<file path="config.mk">
export PLATFORM = sky130hd
export DESIGN_NAME = c_subset_lexer_unit
export DESIGN_NICKNAME = d
export VERILOG_FILES = /design/src/design/clx_pkg.sv /design/src/design/clx_front.sv /design/src/design/clx_queue.sv /design/src/design/clx_back.sv /design/src/design/c_subset_lexer_unit.sv
export SDC_FILE = /design/constraint.sdc
export NUM_CORES = 1
export LEC_CHECK = 0
export BUFFER_PORTS_ARGS = -buffer_cell sky130_fd_sc_hd__buf_4
export CORE_AREA = 2 2 191 193
export CTS_BUF_LIST = sky130_fd_sc_hd__clkbuf_4 sky130_fd_sc_hd__clkbuf_8
export CTS_CLUSTER_SIZE = 30
export DETAILED_ROUTE_END_ITERATION = 6
export DIE_AREA = 0 0 193 195
export HOLD_SLACK_MARGIN = 0.02
export PLACE_DENSITY = 0.66
export SLEW_MARGIN = 20
export SYNTH_ARGS = -nofsm -noshare
export SYNTH_HDL_FRONTEND = slang
export SYNTH_SLANG_ARGS = --single-unit
</file>
<file path="constraint.sdc">
create_clock -name clk -period 6.9 [get_ports clk]
set_input_delay 0.345 -clock clk [delete_from_list [all_inputs] [get_ports clk]]
set_output_delay 0.345 -clock clk [all_outputs]
set_load 0.1 [all_outputs]
</file>
<file path="src/design/clx_pkg.sv">
// Shared types, constants and helper functions for the C-subset lexer.
// Used by the scanner front end, the token queue, the output stage and the top level.
// No dependencies.
package clx_pkg;

  // Longest lexeme position that can still match a keyword
  localparam int MAX_LEX = 32;

  // Token queue geometry
  localparam int QAW    = 2;
  localparam int QDEPTH = 1 << QAW;

  // Token kinds
  localparam logic [5:0] K_END    = 6'd0;
  localparam logic [5:0] K_IDENT  = 6'd1;
  localparam logic [5:0] K_INT    = 6'd2;
  localparam logic [5:0] K_CHAR   = 6'd3;
  localparam logic [5:0] K_KW0    = 6'd4;
  localparam logic [5:0] K_PLUS   = 6'd12;
  localparam logic [5:0] K_MINUS  = 6'd13;
  localparam logic [5:0] K_STAR   = 6'd14;
  localparam logic [5:0] K_SLASH  = 6'd15;
  localparam logic [5:0] K_PCT    = 6'd16;
  localparam logic [5:0] K_COMMA  = 6'd17;
  localparam logic [5:0] K_SEMI   = 6'd18;
  localparam logic [5:0] K_LBRACE = 6'd19;
  localparam logic [5:0] K_RBRACE = 6'd20;
  localparam logic [5:0] K_LPAREN = 6'd21;
  localparam logic [5:0] K_RPAREN = 6'd22;
  localparam logic [5:0] K_LT     = 6'd23;
  localparam logic [5:0] K_LE     = 6'd24;
  localparam logic [5:0] K_SHL    = 6'd25;
  localparam logic [5:0] K_GT     = 6'd26;
  localparam logic [5:0] K_GE     = 6'd27;
  localparam logic [5:0] K_SHR    = 6'd28;
  localparam logic [5:0] K_ASSIGN = 6'd29;
  localparam logic [5:0] K_EQEQ   = 6'd30;
  localparam logic [5:0] K_NE     = 6'd31;
  localparam logic [5:0] K_ERR    = 6'd32;

  // Error codes
  localparam logic [2:0] E_NONE    = 3'd0;
  localparam logic [2:0] E_EMPTY   = 3'd1;
  localparam logic [2:0] E_ESCQ    = 3'd2;
  localparam logic [2:0] E_LONG    = 3'd3;
  localparam logic [2:0] E_BANG    = 3'd4;
  localparam logic [2:0] E_UNKNOWN = 3'd5;

  // Source bytes of interest
  localparam logic [7:0] CH_NUL    = 8'h00;
  localparam logic [7:0] CH_TAB    = 8'h09;
  localparam logic [7:0] CH_NL     = 8'h0A;
  localparam logic [7:0] CH_SP     = 8'h20;
  localparam logic [7:0] CH_BLANK2 = 8'hCD;
  localparam logic [7:0] CH_BANG   = 8'h21;
  localparam logic [7:0] CH_PCT    = 8'h25;
  localparam logic [7:0] CH_QUOTE  = 8'h27;
  localparam logic [7:0] CH_LPAREN = 8'h28;
  localparam logic [7:0] CH_RPAREN = 8'h29;
  localparam logic [7:0] CH_STAR   = 8'h2A;
  localparam logic [7:0] CH_PLUS   = 8'h2B;
  localparam logic [7:0] CH_COMMA  = 8'h2C;
  localparam logic [7:0] CH_MINUS  = 8'h2D;
  localparam logic [7:0] CH_SLASH  = 8'h2F;
  localparam logic [7:0] CH_SEMI   = 8'h3B;
  localparam logic [7:0] CH_LT     = 8'h3C;
  localparam logic [7:0] CH_EQ     = 8'h3D;
  localparam logic [7:0] CH_GT     = 8'h3E;
  localparam logic [7:0] CH_BSLASH = 8'h5C;
  localparam logic [7:0] CH_LBRACE = 8'h7B;
  localparam logic [7:0] CH_RBRACE = 8'h7D;

  typedef enum logic [3:0] {
    M_IDLE,
    M_COMMENT,
    M_SLASH,
    M_INT,
    M_IDENT,
    M_LT,
    M_GT,
    M_EQ,
    M_BANG,
    M_Q1,
    M_QESC,
    M_QBODY
  } scan_mode_t;

  typedef struct packed {
    logic [5:0]  kind;
    logic [15:0] line;
    logic [15:0] col;
    logic [7:0]  len;
    logic [2:0]  err;
    logic        last;
  } token_t;

  // Tokens produced by one byte; v1 is only set together with v0
  typedef struct packed {
    logic   v0;
    logic   v1;
    token_t t0;
    token_t t1;
  } push_t;

  function automatic logic is_digit(input logic [7:0] c);
    return (c >= 8'h30) && (c <= 8'h39);
  endfunction

  function automatic logic is_letter(input logic [7:0] c);
    return ((c >= 8'h61) && (c <= 8'h7A)) || ((c >= 8'h41) && (c <= 8'h5A));
  endfunction

  function automatic logic [5:0] single_kind(input logic [7:0] c);
    logic [5:0] k;
    unique case (c)
      CH_PLUS:   k = K_PLUS;
      CH_MINUS:  k = K_MINUS;
      CH_STAR:   k = K_STAR;
      CH_PCT:    k = K_PCT;
      CH_COMMA:  k = K_COMMA;
      CH_SEMI:   k = K_SEMI;
      CH_LBRACE: k = K_LBRACE;
      CH_RBRACE: k = K_RBRACE;
      CH_LPAREN: k = K_LPAREN;
      CH_RPAREN: k = K_RPAREN;
      default:   k = K_END;
    endcase
    return k;
  endfunction

  function automatic logic [15:0] adv_line(input logic [15:0] l, input logic [7:0] c);
    return ((c == CH_NL) && (l != 16'hFFFF)) ? l + 16'd1 : l;
  endfunction

  function automatic logic [15:0] adv_col(input logic [15:0] col, input logic [7:0] c);
    logic [15:0] r;
    if (c == CH_NL) begin
      r = 16'd1;
    end else if (col != 16'hFFFF) begin
      r = col + 16'd1;
    end else begin
      r = col;
    end
    return r;
  endfunction

  function automatic logic [7:0] sat_inc8(input logic [7:0] v);
    return (v == 8'hFF) ? v : v + 8'd1;
  endfunction

  function automatic logic [7:0] kw_len(input logic [2:0] k);
    logic [7:0] n;
    unique case (k)
      3'd0:    n = 8'd2;
      3'd1:    n = 8'd4;
      3'd2:    n = 8'd3;
      3'd3:    n = 8'd6;
      3'd4:    n = 8'd6;
      3'd5:    n = 8'd7;
      3'd6:    n = 8'd6;
      default: n = 8'd5;
    endcase
    return n;
  endfunction

  // Keyword text, first byte in the top byte
  function automatic logic [7:0] kw_char(input logic [2:0] k, input logic [2:0] pos);
    logic [63:0] s;
    unique case (k)
      3'd0:    s = {"if", 48'h0};
      3'd1:    s = {"else", 32'h0};
      3'd2:    s = {"int", 40'h0};
      3'd3:    s = {"double", 16'h0};
      3'd4:    s = {"public", 16'h0};
      3'd5:    s = {"private", 8'h0};
      3'd6:    s = {"return", 16'h0};
      default: s = {"class", 24'h0};
    endcase
    return s[8 * (7 - int'(pos)) +: 8];
  endfunction

  // Drop keywords that cannot match once byte c sits at position len
  function automatic logic [7:0] kw_mask_upd(input logic [7:0] mask, input logic [7:0] len,
                                             input logic [7:0] c);
    logic [7:0] m;
    m = mask;
    for (int k = 0; k < 8; k++) begin
      if ((len >= kw_len(3'(k))) || (len >= 8'(MAX_LEX)) ||
          (kw_char(3'(k), len[2:0]) != c)) begin
        m[k] = 1'b0;
      end
    end
    return m;
  endfunction

  function automatic logic [5:0] ident_kind(input logic [7:0] mask, input logic [7:0] len);
    logic [5:0] kind;
    logic       found;
    kind  = K_IDENT;
    found = 1'b0;
    for (int k = 0; k < 8; k++) begin
      if (!found && mask[k] && (kw_len(3'(k)) == len)) begin
        kind  = K_KW0 + 6'(k);
        found = 1'b1;
      end
    end
    return kind;
  endfunction

endpackage

</file>
<file path="src/design/clx_front.sv">
// Scanner front end of the C-subset lexer: takes one source byte per beat,
// steps the scan state machine and hands up to two tokens to the queue.
// Depends on clx_pkg.
module clx_front
  import clx_pkg::*;
(
  input  logic           clk,
  input  logic           rst,
  input  logic           in_valid,
  output logic           in_ready,
  input  logic [7:0]     ch,
  input  logic [QAW:0]   q_level,
  output push_t          push
);

  scan_mode_t  mode, mode_next;
  logic [15:0] line_cnt, line_cnt_next;
  logic [15:0] col_cnt, col_cnt_next;
  logic [15:0] tok_line, tok_line_next;
  logic [15:0] tok_col, tok_col_next;
  logic [7:0]  tok_len, tok_len_next;
  logic [7:0]  kw_mask, kw_mask_next;
  logic        halted, halted_next;

  logic        accept;

  // Token held over from the previous byte
  logic        a_v;
  logic [5:0]  a_kind;
  logic [7:0]  a_len;
  logic [2:0]  a_err;
  logic        do_idle;

  // Outcome of scanning the byte from the idle state
  scan_mode_t  id_mode;
  logic [15:0] id_line, id_col, id_tline, id_tcol;
  logic [7:0]  id_tlen, id_mask;
  logic        id_halt, id_v;
  logic [5:0]  id_kind;
  logic [7:0]  id_len;
  logic [2:0]  id_err;

  // Two-byte operator choices for the current mode
  logic [5:0]  pr_single, pr_eq, pr_dup;
  logic [7:0]  pr_dupc;
  logic        pr_has_dup;

  logic [15:0] line_adv, col_adv;
  logic [7:0]  len_inc;

  // Take a byte only when the queue can hold two tokens
  assign in_ready = (q_level <= (QAW + 1)'(QDEPTH - 2));
  assign accept   = in_valid && in_ready;

  assign line_adv = adv_line(line_cnt, ch);
  assign col_adv  = adv_col(col_cnt, ch);
  assign len_inc  = sat_inc8(tok_len);

  // Pick the operator kinds that depend on the first byte
  always_comb begin
    pr_single  = K_ASSIGN;
    pr_eq      = K_EQEQ;
    pr_dup     = K_EQEQ;
    pr_dupc    = CH_NUL;
    pr_has_dup = 1'b0;
    unique case (mode)
      M_LT: begin
        pr_single  = K_LT;
        pr_eq      = K_LE;
        pr_dup     = K_SHL;
        pr_dupc    = CH_LT;
        pr_has_dup = 1'b1;
      end
      M_GT: begin
        pr_single  = K_GT;
        pr_eq      = K_GE;
        pr_dup     = K_SHR;
        pr_dupc    = CH_GT;
        pr_has_dup = 1'b1;
      end
      default: begin
      end
    endcase
  end

  // Scan the byte as the first byte after a token boundary
  always_comb begin
    id_mode  = M_IDLE;
    id_line  = line_cnt;
    id_col   = col_cnt;
    id_tline = tok_line;
    id_tcol  = tok_col;
    id_tlen  = tok_len;
    id_mask  = kw_mask;
    id_halt  = 1'b0;
    id_v     = 1'b0;
    id_kind  = K_END;
    id_len   = 8'd0;
    id_err   = E_NONE;
    priority if (ch == CH_NUL) begin
      id_tline = line_cnt;
      id_tcol  = col_cnt;
      id_tlen  = 8'd0;
      id_v     = 1'b1;
    end else if ((ch == CH_SP) || (ch == CH_NL) || (ch == CH_TAB) || (ch == CH_BLANK2)) begin
      id_line = line_adv;
      id_col  = col_adv;
    end else begin
      id_tline = line_cnt;
      id_tcol  = col_cnt;
      id_tlen  = 8'd1;
      id_line  = line_adv;
      id_col   = col_adv;
      priority if (is_digit(ch)) begin
        id_mode = M_INT;
      end else if (is_letter(ch)) begin
        id_mask = kw_mask_upd(8'hFF, 8'd0, ch);
        id_mode = M_IDENT;
      end else if (single_kind(ch) != K_END) begin
        id_v    = 1'b1;
        id_kind = single_kind(ch);
        id_len  = 8'd1;
      end else begin
        unique case (ch)
          CH_SLASH: id_mode = M_SLASH;
          CH_QUOTE: id_mode = M_Q1;
          CH_LT:    id_mode = M_LT;
          CH_GT:    id_mode = M_GT;
          CH_EQ:    id_mode = M_EQ;
          CH_BANG:  id_mode = M_BANG;
          default: begin
            // Unknown byte: not consumed, zero-length error
            id_tlen = 8'd0;
            id_line = line_cnt;
            id_col  = col_cnt;
            id_v    = 1'b1;
            id_kind = K_ERR;
            id_err  = E_UNKNOWN;
            id_halt = 1'b1;
          end
        endcase
      end
    end
  end

  // Next state: finish or extend the pending token, then rescan if needed
  always_comb begin
    mode_next     = mode;
    line_cnt_next = line_cnt;
    col_cnt_next  = col_cnt;
    tok_line_next = tok_line;
    tok_col_next  = tok_col;
    tok_len_next  = tok_len;
    kw_mask_next  = kw_mask;
    halted_next   = halted;
    a_v           = 1'b0;
    a_kind        = K_END;
    a_len         = tok_len;
    a_err         = E_NONE;
    do_idle       = 1'b0;
    unique case (mode)
      M_COMMENT: begin
        if ((ch == CH_NL) || (ch == CH_NUL)) begin
          do_idle = 1'b1;
        end else begin
          line_cnt_next = line_adv;
          col_cnt_next  = col_adv;
        end
      end
      M_SLASH: begin
        if (ch == CH_SLASH) begin
          line_cnt_next = line_adv;
          col_cnt_next  = col_adv;
          mode_next     = M_COMMENT;
        end else begin
          a_v     = 1'b1;
          a_kind  = K_SLASH;
          do_idle = 1'b1;
        end
      end
      M_INT: begin
        if (is_digit(ch)) begin
          tok_len_next  = len_inc;
          line_cnt_next = line_adv;
          col_cnt_next  = col_adv;
        end else begin
          a_v     = 1'b1;
          a_kind  = K_INT;
          do_idle = 1'b1;
        end
      end
      M_IDENT: begin
        if (is_digit(ch) || is_letter(ch)) begin
          kw_mask_next  = kw_mask_upd(kw_mask, tok_len, ch);
          tok_len_next  = len_inc;
          line_cnt_next = line_adv;
          col_cnt_next  = col_adv;
        end else begin
          a_v     = 1'b1;
          a_kind  = ident_kind(kw_mask, tok_len);
          do_idle = 1'b1;
        end
      end
      M_LT, M_GT, M_EQ: begin
        if ((ch == CH_EQ) || (pr_has_dup && (ch == pr_dupc))) begin
          tok_len_next  = len_inc;
          line_cnt_next = line_adv;
          col_cnt_next  = col_adv;
          a_v           = 1'b1;
          a_kind        = (ch == CH_EQ) ? pr_eq : pr_dup;
          a_len         = len_inc;
          mode_next     = M_IDLE;
        end else begin
          a_v     = 1'b1;
          a_kind  = pr_single;
          do_idle = 1'b1;
        end
      end
      M_BANG: begin
        a_v       = 1'b1;
        mode_next = M_IDLE;
        if (ch == CH_EQ) begin
          tok_len_next  = len_inc;
          line_cnt_next = line_adv;
          col_cnt_next  = col_adv;
          a_kind        = K_NE;
          a_len         = len_inc;
        end else begin
          a_kind      = K_ERR;
          a_err       = E_BANG;
          halted_next = 1'b1;
        end
      end
      M_Q1, M_QESC: begin
        if (ch == CH_NUL) begin
          a_v         = 1'b1;
          a_kind      = K_ERR;
          a_err       = E_LONG;
          halted_next = 1'b1;
          mode_next   = M_IDLE;
        end else begin
          tok_len_next  = len_inc;
          line_cnt_next = line_adv;
          col_cnt_next  = col_adv;
          if (ch == CH_QUOTE) begin
            a_v         = 1'b1;
            a_kind      = K_ERR;
            a_len       = len_inc;
            a_err       = (mode == M_Q1) ? E_EMPTY : E_ESCQ;
            halted_next = 1'b1;
            mode_next   = M_IDLE;
          end else if ((mode == M_Q1) && (ch == CH_BSLASH)) begin
            mode_next = M_QESC;
          end else begin
            mode_next = M_QBODY;
          end
        end
      end
      M_QBODY: begin
        a_v       = 1'b1;
        mode_next = M_IDLE;
        if (ch == CH_NUL) begin
          a_kind      = K_ERR;
          a_err       = E_LONG;
          halted_next = 1'b1;
        end else begin
          tok_len_next  = len_inc;
          line_cnt_next = line_adv;
          col_cnt_next  = col_adv;
          a_len         = len_inc;
          if (ch == CH_QUOTE) begin
            a_kind = K_CHAR;
          end else begin
            a_kind      = K_ERR;
            a_err       = E_LONG;
            halted_next = 1'b1;
          end
        end
      end
      default: begin
        do_idle = 1'b1;
      end
    endcase
    if (do_idle) begin
      mode_next     = id_mode;
      line_cnt_next = id_line;
      col_cnt_next  = id_col;
      tok_line_next = id_tline;
      tok_col_next  = id_tcol;
      tok_len_next  = id_tlen;
      kw_mask_next  = id_mask;
      halted_next   = id_halt;
    end
  end

  // Pack the held-over token first, the rescan token second
  always_comb begin
    token_t ta, tb;
    logic   b_v;
    ta   = '{kind: a_kind, line: tok_line, col: tok_col, len: a_len, err: a_err,
             last: 1'b1};
    tb   = '{kind: id_kind, line: id_tline, col: id_tcol, len: id_len, err: id_err,
             last: 1'b1};
    b_v  = do_idle && id_v;
    push = '0;
    if (accept && !halted) begin
      push.v0      = a_v || b_v;
      push.v1      = a_v && b_v;
      push.t0      = a_v ? ta : tb;
      push.t0.last = !(a_v && b_v);
      push.t1      = tb;
    end
  end

  // Hold state while halted or idle on the input
  always_ff @(posedge clk) begin
    if (rst) begin
      mode     <= M_IDLE;
      line_cnt <= 16'd1;
      col_cnt  <= 16'd1;
      tok_line <= 16'd1;
      tok_col  <= 16'd1;
      tok_len  <= 8'd0;
      kw_mask  <= 8'hFF;
      halted   <= 1'b0;
    end else if (accept && !halted) begin
      mode     <= mode_next;
      line_cnt <= line_cnt_next;
      col_cnt  <= col_cnt_next;
      tok_line <= tok_line_next;
      tok_col  <= tok_col_next;
      tok_len  <= tok_len_next;
      kw_mask  <= kw_mask_next;
      halted   <= halted_next;
    end
  end

endmodule

</file>
<file path="src/design/clx_queue.sv">
// Token queue between the scanner front end and the output stage.
// Takes up to two tokens per cycle, gives one per cycle when the output stage pops. Depends on clx_pkg.
module clx_queue
  import clx_pkg::*;
(
  input  logic         clk,
  input  logic         rst,
  input  push_t        push,
  input  logic         pop,
  output token_t       head,
  output logic [QAW:0] level
);

  token_t         entries [QDEPTH];
  logic [QAW-1:0] wptr, rptr;
  logic [QAW-1:0] wptr1;

  assign wptr1 = wptr + QAW'(1);
  assign head  = entries[rptr];

  // Store payload
  always_ff @(posedge clk) begin
    if (push.v0) begin
      entries[wptr] <= push.t0;
    end
    if (push.v1) begin
      entries[wptr1] <= push.t1;
    end
  end

  // Advance pointers and fill level
  always_ff @(posedge clk) begin
    if (rst) begin
      wptr  <= '0;
      rptr  <= '0;
      level <= '0;
    end else begin
      wptr  <= wptr + QAW'(push.v0) + QAW'(push.v1);
      rptr  <= rptr + QAW'(pop);
      level <= level + (QAW + 1)'(push.v0) + (QAW + 1)'(push.v1) - (QAW + 1)'(pop);
    end
  end

endmodule

</file>
<file path="src/design/clx_back.sv">
// Output stage of the C-subset lexer: moves tokens from the queue into a
// registered master-side beat. Depends on clx_pkg.
module clx_back
  import clx_pkg::*;
(
  input  logic         clk,
  input  logic         rst,
  input  logic [QAW:0] q_level,
  input  token_t       q_head,
  output logic         pop,
  output logic         out_valid,
  input  logic         out_ready,
  output token_t       out_tok
);

  // Load a new token whenever the output register is free or being drained
  assign pop = (q_level != '0) && (!out_valid || out_ready);

  always_ff @(posedge clk) begin
    if (rst) begin
      out_valid <= 1'b0;
    end else if (!out_valid || out_ready) begin
      out_valid <= (q_level != '0);
    end
  end

  always_ff @(posedge clk) begin
    if (pop) begin
      out_tok <= q_head;
    end
  end

endmodule

</file>
<file path="src/design/c_subset_lexer_unit.sv">
// Top level of the C-subset lexer: byte stream in, token stream out.
// Depends on clx_pkg, clx_front, clx_queue and clx_back.

// The lexer takes one source byte per beat and returns tokens, each with kind,
// start line, start column, length and error code; tlast marks the final token
// caused by a byte. Each byte is scanned combinationally, and a token passes
// through the token queue and the output register. Bytes stream in at one per
// cycle as long as the four-entry token queue has room for two tokens; the master
// side moves one token per beat, so a byte that ends one token and starts another
// costs two output beats and text that yields more tokens than bytes is paced by
// the output port. After an error token the lexer drops every byte until reset.
module c_subset_lexer_unit
  import clx_pkg::*;
(
  input  logic        clk,
  input  logic        rst,
  input  logic        s_tvalid,
  output logic        s_tready,
  input  logic [7:0]  s_tdata,   // [7:0] ch
  output logic        m_tvalid,
  input  logic        m_tready,
  output logic [47:0] m_tdata,   // [15:0] start_line, [31:16] start_column,
                                 // [39:32] token_length, [42:40] error_code
  output logic [5:0]  m_tuser,   // [5:0] token_kind
  output logic        m_tlast
);

  push_t        push;
  logic         pop;
  token_t       q_head;
  logic [QAW:0] q_level;
  token_t       out_tok;

  clx_front u_front (
    .clk      (clk),
    .rst      (rst),
    .in_valid (s_tvalid),
    .in_ready (s_tready),
    .ch       (s_tdata),
    .q_level  (q_level),
    .push     (push)
  );

  clx_queue u_queue (
    .clk   (clk),
    .rst   (rst),
    .push  (push),
    .pop   (pop),
    .head  (q_head),
    .level (q_level)
  );

  clx_back u_back (
    .clk       (clk),
    .rst       (rst),
    .q_level   (q_level),
    .q_head    (q_head),
    .pop       (pop),
    .out_valid (m_tvalid),
    .out_ready (m_tready),
    .out_tok   (out_tok)
  );

  // Unpack the output token onto the stream fields
  assign m_tdata = {5'b0, out_tok.err, out_tok.len, out_tok.col, out_tok.line};
  assign m_tuser = out_tok.kind;
  assign m_tlast = out_tok.last;

`ifndef SYNTHESIS
  a_queue_bound: assert property (@(posedge clk) disable iff (rst)
    q_level <= (QAW + 1)'(QDEPTH))
    else $error("token queue over its depth");

  a_ready_room: assert property (@(posedge clk) disable iff (rst)
    s_tready |-> (q_level <= (QAW + 1)'(QDEPTH - 2)))
    else $error("byte accepted without room for two tokens");

  a_err_last: assert property (@(posedge clk) disable iff (rst)
    (m_tvalid && (m_tuser == K_ERR)) |-> m_tlast)
    else $error("error token not last of its byte");

  a_err_code: assert property (@(posedge clk) disable iff (rst)
    m_tvalid |-> ((m_tuser == K_ERR) == (m_tdata[42:40] != E_NONE)))
    else $error("error code does not match token kind");
`endif

endmodule

</file>
# == Word level (Yosys, flattened, before mapping) ==
# Memory sizes are Yosys's and may differ from the RTL's. A register that Yosys moved wholly into a read port is not among the register bits.
# Cells that the tools add are included.
# word_totals
n_memories,1
elab_cells,531
out_inout_bits,57
reg_bits,93
ramBits,200
# mem_list
memory,words,word_bits,rd,rd_ports_with_merged_regs,wr,line,source
u_queue.entries,4,50,1,1,2,clx_queue.sv:14,token_t entries [QDEPTH];
# classes
reduce_logical,105
n_lt_le_gt_ge,20
n_mux,293
eq_ne,74
add_sub_neg,11
shifts,8
# op_table
operator,count
64-bit 2-to-1 mux,48
8-bit 2-to-1 mux,73
16-bit 2-to-1 mux,35
64-bit by 32-bit variable part select with 8-bit output,8
16-bit one-hot mux with 7 select lines,2
8-bit != test,16
"8-bit by 6-bit == test with 1-bit output, second input constant",15
102-bit 2-to-1 mux,1
6-bit 2-to-1 mux,17
1-bit 2-to-1 mux,69
8-bit AND reduction,8
4-bit 2-to-1 mux,15
50-bit 2-to-1 mux,1
5-bit one-hot mux with 10 select lines,1
8-bit == test,6
"1-bit by 8-bit greater-or-equal comparator with 1-bit output, first input constant",6
8-bit greater-or-equal comparator,6
3-bit 2-to-1 mux,15
6-bit one-hot mux with 7 select lines,1
8-bit one-hot mux with 5 select lines,1
"16-bit by 1-bit adder with 16-bit output, second input constant",2
"16-bit != test, second input constant",2
8-bit one-hot mux with 4 select lines,1
1-bit logical OR,31
other kinds (54),131

# == Depth between registers and ports, before layout ==
# Gate-level depths: netlist of the first run.
# depth
word_depth,58
ltp_mapped,14
ltp_nobuf,12

# == Modules after synthesis ==
# Synthesis of the first run repeated with hierarchy kept, for this count alone.
# hier_totals
hier_cells,1589
hier_area_um2,18786.8
# by_module_without_submodules
mod,seq_area_each_um2,area_each_um2,n_inst,cells_per_inst
clx_queue,6145.9,9948.3,1,520
clx_front,1701.6,7248.2,1,1008
clx_back,1521.5,1549.0,1,55
c_subset_lexer_unit,0.0,41.3,1,6

# == Least setup slack after synthesis of the first run ==
# OpenSTA, ideal clock, no wires.
# synth_timing
path_type,reg2reg
start,register u_back.out_valid
end,register u_queue.level[2]
path_buffers,0
stages_incl_launch_ff,9
path_slack_ps,580
t_arrival_ps,6192
synth_period_minus_slack_ps,6320
cell_sequence,dfxtp_1 -> nand2b_1 -> a21boi_0 -> ha_1 -> inv_1 -> fa_1 -> fa_1 -> xor2_1 -> nor2_1
# synth_between
elab_chain_len,4
# synth_lines
element,line,source
from (decl),clx_back.sv:11,"output logic out_valid,"
from (signal assigned),clx_back.sv:23,out_valid <= (q_level != '0);
1-bit logical NOT,clx_back.sv:17,assign pop = (q_level != '0) && (!out_valid || out_ready);
1-bit logical OR,clx_back.sv:17,
1-bit logical AND,clx_back.sv:17,
via pop,c_subset_lexer_unit.sv:29,logic pop;
3-bit by 1-bit subtractor with 3-bit output,clx_queue.sv:40,level <= level + (QAW + 1)'(push.v0) + (QAW + 1)'(push.v1) - (QAW + 1)'(pop);
to (signal assigned),clx_queue.sv:40,
to (decl),clx_queue.sv:11,output logic [QAW:0] level
# The timed path passes the listed nets, and every way through them passes these cells.
# A chain may end at the register's enable or synchronous reset.

==> results of run 1 <==
## sequential cells by signal, indices dropped and copies added, names as in the netlist
signal,cells
u_queue.entries,200
u_back.out_valid,1
u_front.kw_mask,8
u_front.tok_line,16
u_queue.level,3
u_front.mode,4
u_queue.wptr,2
u_front.line_cnt,16
u_front.tok_col,16
u_front.tok_len,8
u_queue.rptr,2
u_back.out_tok,50
u_front.halted,1
u_front.col_cnt,16
## stage by stage
| step | power (mW) | std cells | util [%] |
|---|---|---|---|
| final | 7.91 | 2071 | 54.9 |
| after global routing | 8.25 | 2071 | 54.9 |
| after floorplan | 5.34 | 1588 | - |
| after detailed placement | 6.15 | 1969 | 51.6 |
| after global placement | 6.11 | 1969 | 51.6 |
| after CTS | 7.94 | 2071 | 54.8 |
## layer usage
| metal | GRT usage, % | vias up |
|---|---|---|
| met3 | 5.64 | 89 |
| li1 | - | 6193 |
| met1 | 36.7 | 6768 |
| met2 | 40.8 | 664 |
| met5 | 0 | - |
| met4 | 7.86 | 2 |
## path summary, 6_finish.rpt
path / startpoint / to / depth (start not counted)
worst max-delay path: u_front.mode[1] / u_queue.entries[0][29] / 8
worst min-delay path: m_tready / u_back.out_valid / 3
worst max register to register: u_front.mode[1] / u_queue.entries[0][29] / 8
worst min register to register: u_front.halted / u_front.halted / 2
## synthesized netlist by cell type (15+ instances only)
cell       number  share of area (%)
edfxtp_1      218                 37
nand2_1       133                2.8
a32o_1        132                7.5
dfxtp_1       125                 14
clkbuf_1      119                2.5
a21oi_1        98                2.8
nor2_1         79                1.7
o21ai_0        72                2.0
mux4_2         50                6.4
o22ai_1        42                1.5
nand3_1        35               0.99
nor3_1         30               0.85
buf_2          29               0.82
o2bb2ai_1      29                1.4
inv_1          26               0.55
xnor2_1        25                1.2
or3_1          23               0.81
nor2b_1        18               0.64
xor2_1         17               0.84
nand2b_1       16               0.57
a31oi_1        15               0.53
and3_1         15               0.53
## worst max-delay path: stages (launching register included)
cell	delay [ps]
dfxtp_1	840
nor2b_1	350
a221o_1	320
a21oi_1	100
buf_4	230
nor4_4	450
o21ba_2	430
a21boi_2	480
clkinv_2	840
## logic make-up (layout without fill, tap and decap cells)
group	after synthesis	in the layout	synth area share, %
AOI/OAI and AO/OA	491	491	21.1
xor gates and xnor gates	42	42	2.08
adders and majority gates	16	16	1.26
buffers and inverters	193	215	4.48
DFF	343	343	51.2
muxes	64	64	7.18
other	1	5	0.0212
and+or+nand+nor	434	434	12.7
## final cells by class
| type | count | area [µm²] |
|---|---|---|
| Clock buffer | 78 | 967 |
| Clock inverter | 24 | 180 |
| Sequential cell | 343 | 9050 |
| Multi-Input combinational cell | 1052 | 7890 |
| Inverter | 26 | 101 |
| Fill cell | 3099 | 16000 |
| Timing Repair Buffer | 87 | 653 |
| Tap cell | 461 | 577 |
## report_power, final
group / internal (mW) / leakage [nW] / switching [mW]
clock: 0.985 / 0.610 / 0.808
combinational: 0.801 / 2.54 / 2.44
sequential: 2.67 / 2.98 / 0.196
## placed cells by master, fill, tap and decap left out, types with 18 or more instances in the layout
cell	Yosys	final
edfxtp_1	218	218
nand2_1	133	133
a32o_1	132	132
dfxtp_1	125	123
a21oi_1	98	98
buf_4	8	87
nor2_1	79	74
o21ai_0	72	72
clkbuf_8	0	61
mux4_2	50	50
o22ai_1	42	42
nand3_1	35	35
nor3_1	30	30
o2bb2ai_1	29	29
xnor2_1	25	25
or3_1	23	23
inv_1	26	22
nor2b_1	18	18
==> summary.txt, run 1 <==
Crit Path Class -> flip-flop to flip-flop
CP Launch Type -> flip-flop
Synthesized area per cell -> 11.2 µm²
Slew @ Worst Pin -> 969 ps
Upper clock frequency limit -> 216 MHz
Wire length on met1 -> 21.1 mm
Min cycle time layout -> 4630 ps
Inserted Clock Buffers -> 54
Global-route wire length before repair -> 76.6 mm
Die height -> 195 µm
TritonCTS clock tree -> done
Critical path data required time -> 6950 ps
Ant diodes -> 0
FP Rows -> 69
Final Net Count -> 1592
Crit-path max FO -> 42
PortBufs -> 63
Synthesized cell area -> 17700 µm²
Clock transition at path regs -> 60 ps
Initial Utilization -> 49.9%
P_leak -> 6.13 nW
HP Class -> primary input to flip-flop
Sum of negative setup slack -> 0 ps
Yosys reg bits -> 343
Worst-case clock buffer depth -> 3
Met3 WL -> 4.42 mm
Core area -> 35400 µm²
Synth unique cells -> 89
Unrepaired setup endpoints after global routing -> no
Share of layout cells above drive strength 1 -> 17.2%
Number of synthesized flops with an enable pin -> 218
Post-CTS Resized -> 0
Finished layout cell area -> 19400 µm²
Crit path DAT -> 4680 ps
Worst-Skew Late Latency -> 610 ps
Routed WL -> 49.2 mm
Synth async-reset ratio -> 0%
Clock sinks -> 343
Die Wd -> 193 µm
Avg WL per Cell -> 23.7 µm
Post-synthesis cell count -> 1584
DR vias -> 13700
Place WS -> 2080 ps
Io pins -> 69
Setup bufs post-CTS -> 0
Hpwl dp -> 30.8 mm
Layout area overhead -> 9.96%
Area after DPL -> 18300 µm²
Worst hold margin -> 137 ps
H-tree levels -> 2
All-layer global routing usage -> 26.2%
Max Used Layer -> met5
DR vias/cell -> 6.62
CTS Hold Bufs -> 0
Root buf cell -> clkbuf_8
1st-pass router iterations -> 7
Count of final hold-check violations -> 0
GRT overflow -> 0
Setup crit end kind -> flip-flop
Skew final -> 34.0 ps
Die ar. -> 37600 µm²
Reg2reg setup slack -> 2270 ps
Largest net degree at the start of global routing -> 82
Sequential-to-total area share from yosys stat -> 51.2%
Max_cap viols -> 0
Setup violators final -> 0
Number of global-route vias before repair -> 13200
DRC viols -> 3
Initial antenna violation count -> 1
Metal2 WL -> 22.4 mm
Status -> finished with violations
Power density over the cells -> 407 nW/µm²
Final worst slack -> 2270 ps
Failing checks -> design-rule violations
Synth warn -> 0
Worst slew margin -> 34.8%
Main flop type after synthesis -> edfxtp_1
GPL Wtd Cong -> 0.938
Final Slew Violations -> 0
Initial DRC count -> 1524
Peak VDD IR -> 0.000490 V
Period utilisation layout -> 67.1%
Antenna Violating Nets Remaining -> 0
No activity file was read; power rests on OpenSTA's default activity.
==> run 2: changes to the inputs <==
PLACE_DENSITY = 0.69   (was 0.66)
clock period = 4.1 ns   (was 6.9 ns; I/O delays follow)
==> run 2 against run 1 <==
The run now ends clean; critical path depth did not move; count of clock-buffer cells in the layout rose by 7; routed wire length fell by 1.5%; clock skew decreased by 7.6 ps; worst setup slack worse by 1800 ps; maximum frequency grew 28%; final area rose by 2.0%.
==> summary.txt, run 2 (synthesis results as in run 1) <==
Status -> complete, no violations
Commonest non-fill, non-tap cell in the layout -> edfxtp_1
Hpwl dp -> 30.8 mm (about the same)
Largest net degree at the start of global routing -> 82 (unchanged)
Critical path data required time -> 4580 ps (-2370 ps)
GPL Wtd Cong -> 0.931 (-0.76%)
Clock group share of total power -> 23.0% (+0.3 points)
Reg-to-reg startpoint -> u_front.mode[2]
Antenna Violating Nets Remaining -> 0 (unchanged)
Period utilisation layout -> 88.0% (+21 points)
Power density over the cells -> 684 nW/µm² (+68%)
Total power -> 13.5 mW (+71%)
Avg WL per Cell -> 22.9 µm (-3.5%)
Metal2 WL -> 23.1 mm (+3.1%)
All-layer global routing usage -> 25.7% (-0.46 points)
DRC viols -> 0 (-3)
Fillers -> 3018 (-2.6%)
Setup violators final -> 0 (unchanged)
Max Used Layer -> met4
Combinational power share -> 41.0% (about the same)
Setup crit end kind -> flip-flop
PortBufs -> 63 (unchanged)
Place WS -> 299 ps (-1780 ps)
FF-to-FF End -> u_queue.entries[1][18]
GRT overflow -> 0 (unchanged)
Most frequent cells in the layout -> edfxtp_1 (218), nand2_1 (133), a32o_1 (132)
Sum of buffers and inverters on the critical path -> 1 (-1)
Crit. Startpoint -> u_front.mode[2]
CP max stage delay -> 870 ps (+30 ps)
Routed WL -> 48.4 mm (-1.5%)
Post-CTS Resized -> 0 (unchanged)
CTS Hold Bufs -> 0 (unchanged)
Worst-case clock buffer depth -> 3 (unchanged)
Max FFs per register -> 200 (unchanged)
R2r worst-path depth -> 8 (unchanged)
Finished layout cell area -> 19800 µm² (+2.0%)
DR vias -> 13900 (+1.1%)
Final Util -> 55.9% (+1.1 points)
Worst slew margin -> 27.9% (-6.9 points)
Worst-Skew Late Latency -> 610 ps (about the same)
Layout Cells excl Fill -> 2114 (+2.1%)
1st-pass router iterations -> 6 (-1)
Die ar. -> 37600 µm² (unchanged)
Root buf cell -> clkbuf_8
Crit Path Class -> flip-flop to flip-flop
Sum of negative setup slack -> 0 ps (unchanged)
Largest regs -> u_queue.entries: 200 flops, u_back.out_tok: 50 flops
Levels on crit path -> 8 (unchanged)
CP delay by family, top -> simple AND/OR/NAND/NOR gates
Core area -> 35400 µm² (unchanged)
Initial antenna violation count -> 0 (-1)
Reg2reg setup slack -> 490 ps (-1780 ps)
Crit-path max FO -> 21 (-50%)
Final Net Count -> 1635 (+2.7%)
H-tree levels -> 2 (unchanged)
HP Class -> primary input to flip-flop
CP Launch Type -> flip-flop
Skew final -> 26.4 ps (-7.60 ps)
Seq. cell area -> 9050 µm² (unchanged)
Final worst slack -> 492 ps (-1780 ps)
Sw Pwr -> 5.79 mW (+68%)
DR vias/cell -> 6.56 (-0.93%)
Min cycle time layout -> 3610 ps (-1020 ps)
Worst hold margin -> 136 ps (-0.645 ps)
FP Rows -> 69 (unchanged)
Area after DPL -> 18600 µm² (+1.9%)
Clock transition at path regs -> 60 ps (about the same)
Inserted Clock Buffers -> 54 (unchanged)
Number of global-route vias before repair -> 13300 (+1.2%)
Setup bufs post-CTS -> 0 (unchanged)
Ant diodes -> 0 (unchanged)
Clock sinks -> 343 (unchanged)
Peak VDD IR -> 0.000640 V (+31%)
Unrepaired setup endpoints after global routing -> no
CP endpoint -> u_queue.entries[1][18]
Layout area overhead -> 12.1%
Final Slew Violations -> 0 (unchanged)
Met3 WL -> 4.63 mm (+4.7%)
Initial Utilization -> 49.9% (unchanged)
Cell internal pwr -> 7.75 mW (+74%)
Count of final hold-check violations -> 0 (unchanged)
Largest Register -> u_queue.entries
P_leak -> 6.37 nW (+3.8%)
Crit path DAT -> 4080 ps (-600 ps)
Upper clock frequency limit -> 277 MHz (+28%)
Slew @ Worst Pin -> 1080 ps (+111 ps)
Global-route wire length before repair -> 75.3 mm (-1.7%)
Io pins -> 69 (unchanged)
Die height -> 195 µm (unchanged)
CP max stage cell -> nor2_2
Wire length on met1 -> 19.6 mm (-6.7%)
Share of layout cells above drive strength 1 -> 19.2% (+2.0 points)
Dpl cells -> 2012 (+2.2%)
Die Wd -> 193 µm (unchanged)
Sequential share of power -> 36.0% (-0.3 points)
Max_cap viols -> 0 (unchanged)
Initial DRC count -> 1388 (-8.9%)
Area occupied by multi-input gates -> 7880 µm² (-0.17%)
Switching Fraction -> 42.8% (-0.85 points)
Critical Path, Cell by Cell -> nor2b_1 > nand2_1 > a21oi_1 > o41ai_4 > or2_1 > nor2_2 > buf_4 > a32o_1
TritonCTS clock tree -> done
run 2: changes by cell type in the layout (fill, tap and decap cells not counted), moves of 3 or more:
cell,before,now
clkbuf_4,17,24
clkinv_2,12,4
buf_4,87,127
buf_12,0,3
run 2: worst min path at each step:
stage / startpoint / endpoint / slack, ps / depth (start not counted)
after floorplan: m_tready / u_back.out_valid / 420 / 2
after detailed placement: u_front.halted / u_front.halted / 440 / 2
after global routing: m_tready / u_back.out_valid / 90 / 3
final: m_tready / u_back.out_valid / 140 / 3
after global placement: u_front.halted / u_front.halted / 440 / 2
after CTS: m_tready / u_back.out_valid / 80 / 3
run 2: routing by layer:
layer | vias to the layer above | global-route usage (%)
met1 | 6780 | 35.3
li1 | 6293 | -
met4 | 0 | 7.58
met3 | 73 | 4.78
met5 | - | 0
met2 | 724 | 41.6
run 2: worst register-to-register path, cell delays in order (launching register included):
cell and delay [ps]:
dfxtp_1 430, nor2b_1 560, nand2_1 250, a21oi_1 310, o41ai_4 150, or2_1 340
nor2_2 870, buf_4 370, a32o_1 200
run 2: power groups by stage:
| stage | registers [mW] | logic, mW | clock network, mW |
|---|---|---|---|
| 3_5_place_dp | 4.96 | 5.53 | 0 |
| 3_3_place_gp | 4.92 | 5.50 | 0 |
| 4_1_cts | 4.89 | 5.54 | 3.17 |
| 2_1_floorplan | 6.63 | 2.33 | 0 |
| 5_1_grt | 4.96 | 5.83 | 3.32 |
| 6_report | 4.87 | 5.55 | 3.12 |
run 2: layout make-up:
cell class	count	share of cell area (%)
timing repair buffer	130	5.12
tap	461	2.91
clock buffer	85	5.15
clock inverter	17	0.828
multi-input combinational	1052	39.8
inverter	26	0.493
sequential	343	45.7
==> run 3: changes to the inputs <==
PLACE_DENSITY = 0.8   (was 0.69)
==> run 3 against run 2 <==
Critical path depth grew 1; clock skew grew 12 ps; routed wire length grew 1.5%; critical path type unchanged; first-iteration DRC count grew 28%; total power shrank 0.48%; sequential power barely moved; clock power fell by 2%; largest cell class unchanged; die area unchanged.
==> summary.txt, run 3 (synthesis results as in run 1) <==
Status -> complete, no violations
Crit-path max FO -> 42 (+100%)
Share of layout cells above drive strength 1 -> 18.8% (-0.39 points)
Largest Register -> u_queue.entries
Final Slew Violations -> 0 (unchanged)
Inserted Clock Buffers -> 52 (-3.7%)
Peak VDD IR -> 0.00101 V (+58%)
P_leak -> 6.33 nW (-0.64%)
1st-pass router iterations -> 6 (unchanged)
Clock group share of total power -> 22.7% (-0.3 points)
Commonest non-fill, non-tap cell in the layout -> edfxtp_1
Unrepaired setup endpoints after global routing -> no
Initial antenna violation count -> 0 (unchanged)
DR vias/cell -> 6.72 (+2.4%)
DRC viols -> 0 (unchanged)
Final Net Count -> 1629 (-0.37%)
Skew final -> 38.8 ps (+12.4 ps)
Combinational power share -> 41.4% (+0.4 points)
Number of global-route vias before repair -> 13400 (+0.61%)
Largest net degree at the start of global routing -> 90 (+9.8%)
Post-CTS Resized -> 0 (unchanged)
Die Wd -> 193 µm (unchanged)
Sw Pwr -> 5.82 mW (+0.48%)
FP Rows -> 69 (unchanged)
Initial Utilization -> 49.9% (unchanged)
Core area -> 35400 µm² (unchanged)
HP Class -> primary input to flip-flop
Worst slew margin -> 37.2% (+9.3 points)
Total power -> 13.5 mW (-0.48%)
Max_cap viols -> 0 (unchanged)
Critical path data required time -> 4420 ps (-160 ps)
Die height -> 195 µm (unchanged)
GPL Wtd Cong -> 0.959 (+3.0%)
PortBufs -> 63 (unchanged)
Most frequent cells in the layout -> edfxtp_1 (218), nand2_1 (133), a32o_1 (132)
Die ar. -> 37600 µm² (unchanged)
Setup violators final -> 0 (unchanged)
Sum of negative setup slack -> 0 ps (unchanged)
Io pins -> 69 (unchanged)
Switching Fraction -> 43.2% (+0.42 points)
Hpwl dp -> 31.5 mm (+2.3%)
Max FFs per register -> 200 (unchanged)
Sequential share of power -> 35.9% (about the same)
TritonCTS clock tree -> done
Min cycle time layout -> 3700 ps (+94.0 ps)
H-tree levels -> 2 (unchanged)
Setup crit end kind -> flip-flop
Count of final hold-check violations -> 0 (unchanged)
Power density over the cells -> 682 nW/µm² (-0.26%)
Initial DRC count -> 1783 (+28%)
Clock transition at path regs -> 70 ps (about the same)
Root buf cell -> clkbuf_8
Setup bufs post-CTS -> 0 (unchanged)
Avg WL per Cell -> 23.3 µm (+1.9%)
Crit path DAT -> 4020 ps (-60 ps)
Final worst slack -> 398 ps (-94.0 ps)
CP Launch Type -> flip-flop
DR vias -> 14200 (+2.1%)
Slew @ Worst Pin -> 928 ps (-153 ps)
Global-route wire length before repair -> 76.3 mm (+1.4%)
CTS Hold Bufs -> 1 (+1)
Routed WL -> 49.1 mm (+1.5%)
Layout area overhead -> 11.9%
All-layer global routing usage -> 26.0% (+0.30 points)
Antenna Violating Nets Remaining -> 0 (unchanged)
GRT overflow -> 0 (unchanged)
Worst-case clock buffer depth -> 3 (unchanged)
Period utilisation layout -> 90.3% (+2.3 points)
Worst-Skew Late Latency -> 620 ps (about the same)
Place WS -> 362 ps (+63.7 ps)
Crit Path Class -> flip-flop to flip-flop
Upper clock frequency limit -> 270 MHz (-2.5%)
Ant diodes -> 0 (unchanged)
Largest regs -> u_queue.entries: 200 flops, u_back.out_tok: 50 flops
Clock sinks -> 343 (unchanged)
Cell internal pwr -> 7.66 mW (-1.2%)
run 3: per-stage QoR:
stage,cell area [µm²],cells,hold WS (ps),util (%)
global placement,18600,2007,441,52.5
finish,19800,2106,118,55.8
floorplan,17700,1588,424,-
detailed placement,18600,2007,447,52.5
global route,19800,2106,95.3,55.8
CTS,19800,2106,71.0,55.8
run 3: layout make-up:
| class | instances | area [µm²] |
|---|---|---|
| fill | 2931 | 15600 |
| sequential | 343 | 9050 |
| multi-input combinational | 1052 | 7880 |
| clock buffer | 83 | 1010 |
| timing repair buffer | 126 | 998 |
| tap | 461 | 577 |
| clock inverter | 15 | 144 |
| inverter | 26 | 97.6 |
run 3: power groups by stage:
stage / Clock (mW) / Combinational (mW) / Sequential, mW
finish: 3.06 / 5.58 / 4.84
global route: 3.24 / 5.86 / 4.92
CTS: 3.10 / 5.57 / 4.85
detailed placement: 0 / 5.55 / 4.92
global placement: 0 / 5.51 / 4.88
floorplan: 0 / 2.33 / 6.63
run 3: layer usage:
metal  vias to the layer above  GRT usage (%)  wire length (µm)
met5                         -              0                 0
met4                         0           8.84              1270
met3                       114           5.09              5020
met2                       932           41.4             23200
met1                      6860           35.7             19700
li1                       6249              -                 -
run 3: worst paths after layout:
path | from | to | slack, ps | cells after the start
worst max-delay path | u_front.mode[1] | u_queue.entries[1][48] | 400 | 9
worst min-delay path | m_tready | u_back.out_valid | 120 | 3
worst min register to register | u_front.halted | u_front.halted | 470 | 2
worst max register to register | u_front.mode[1] | u_queue.entries[1][48] | 400 | 9
run 3: critical path, cell delays in order (launching register included):
cell and delay, ps:
dfxtp_1 560, nor2b_1 310, a221o_1 340, a21oi_1 190, buf_4 230, nor4_4 400, o21ba_2 420, a21boi_2 480
clkinv_1 220, buf_12 240
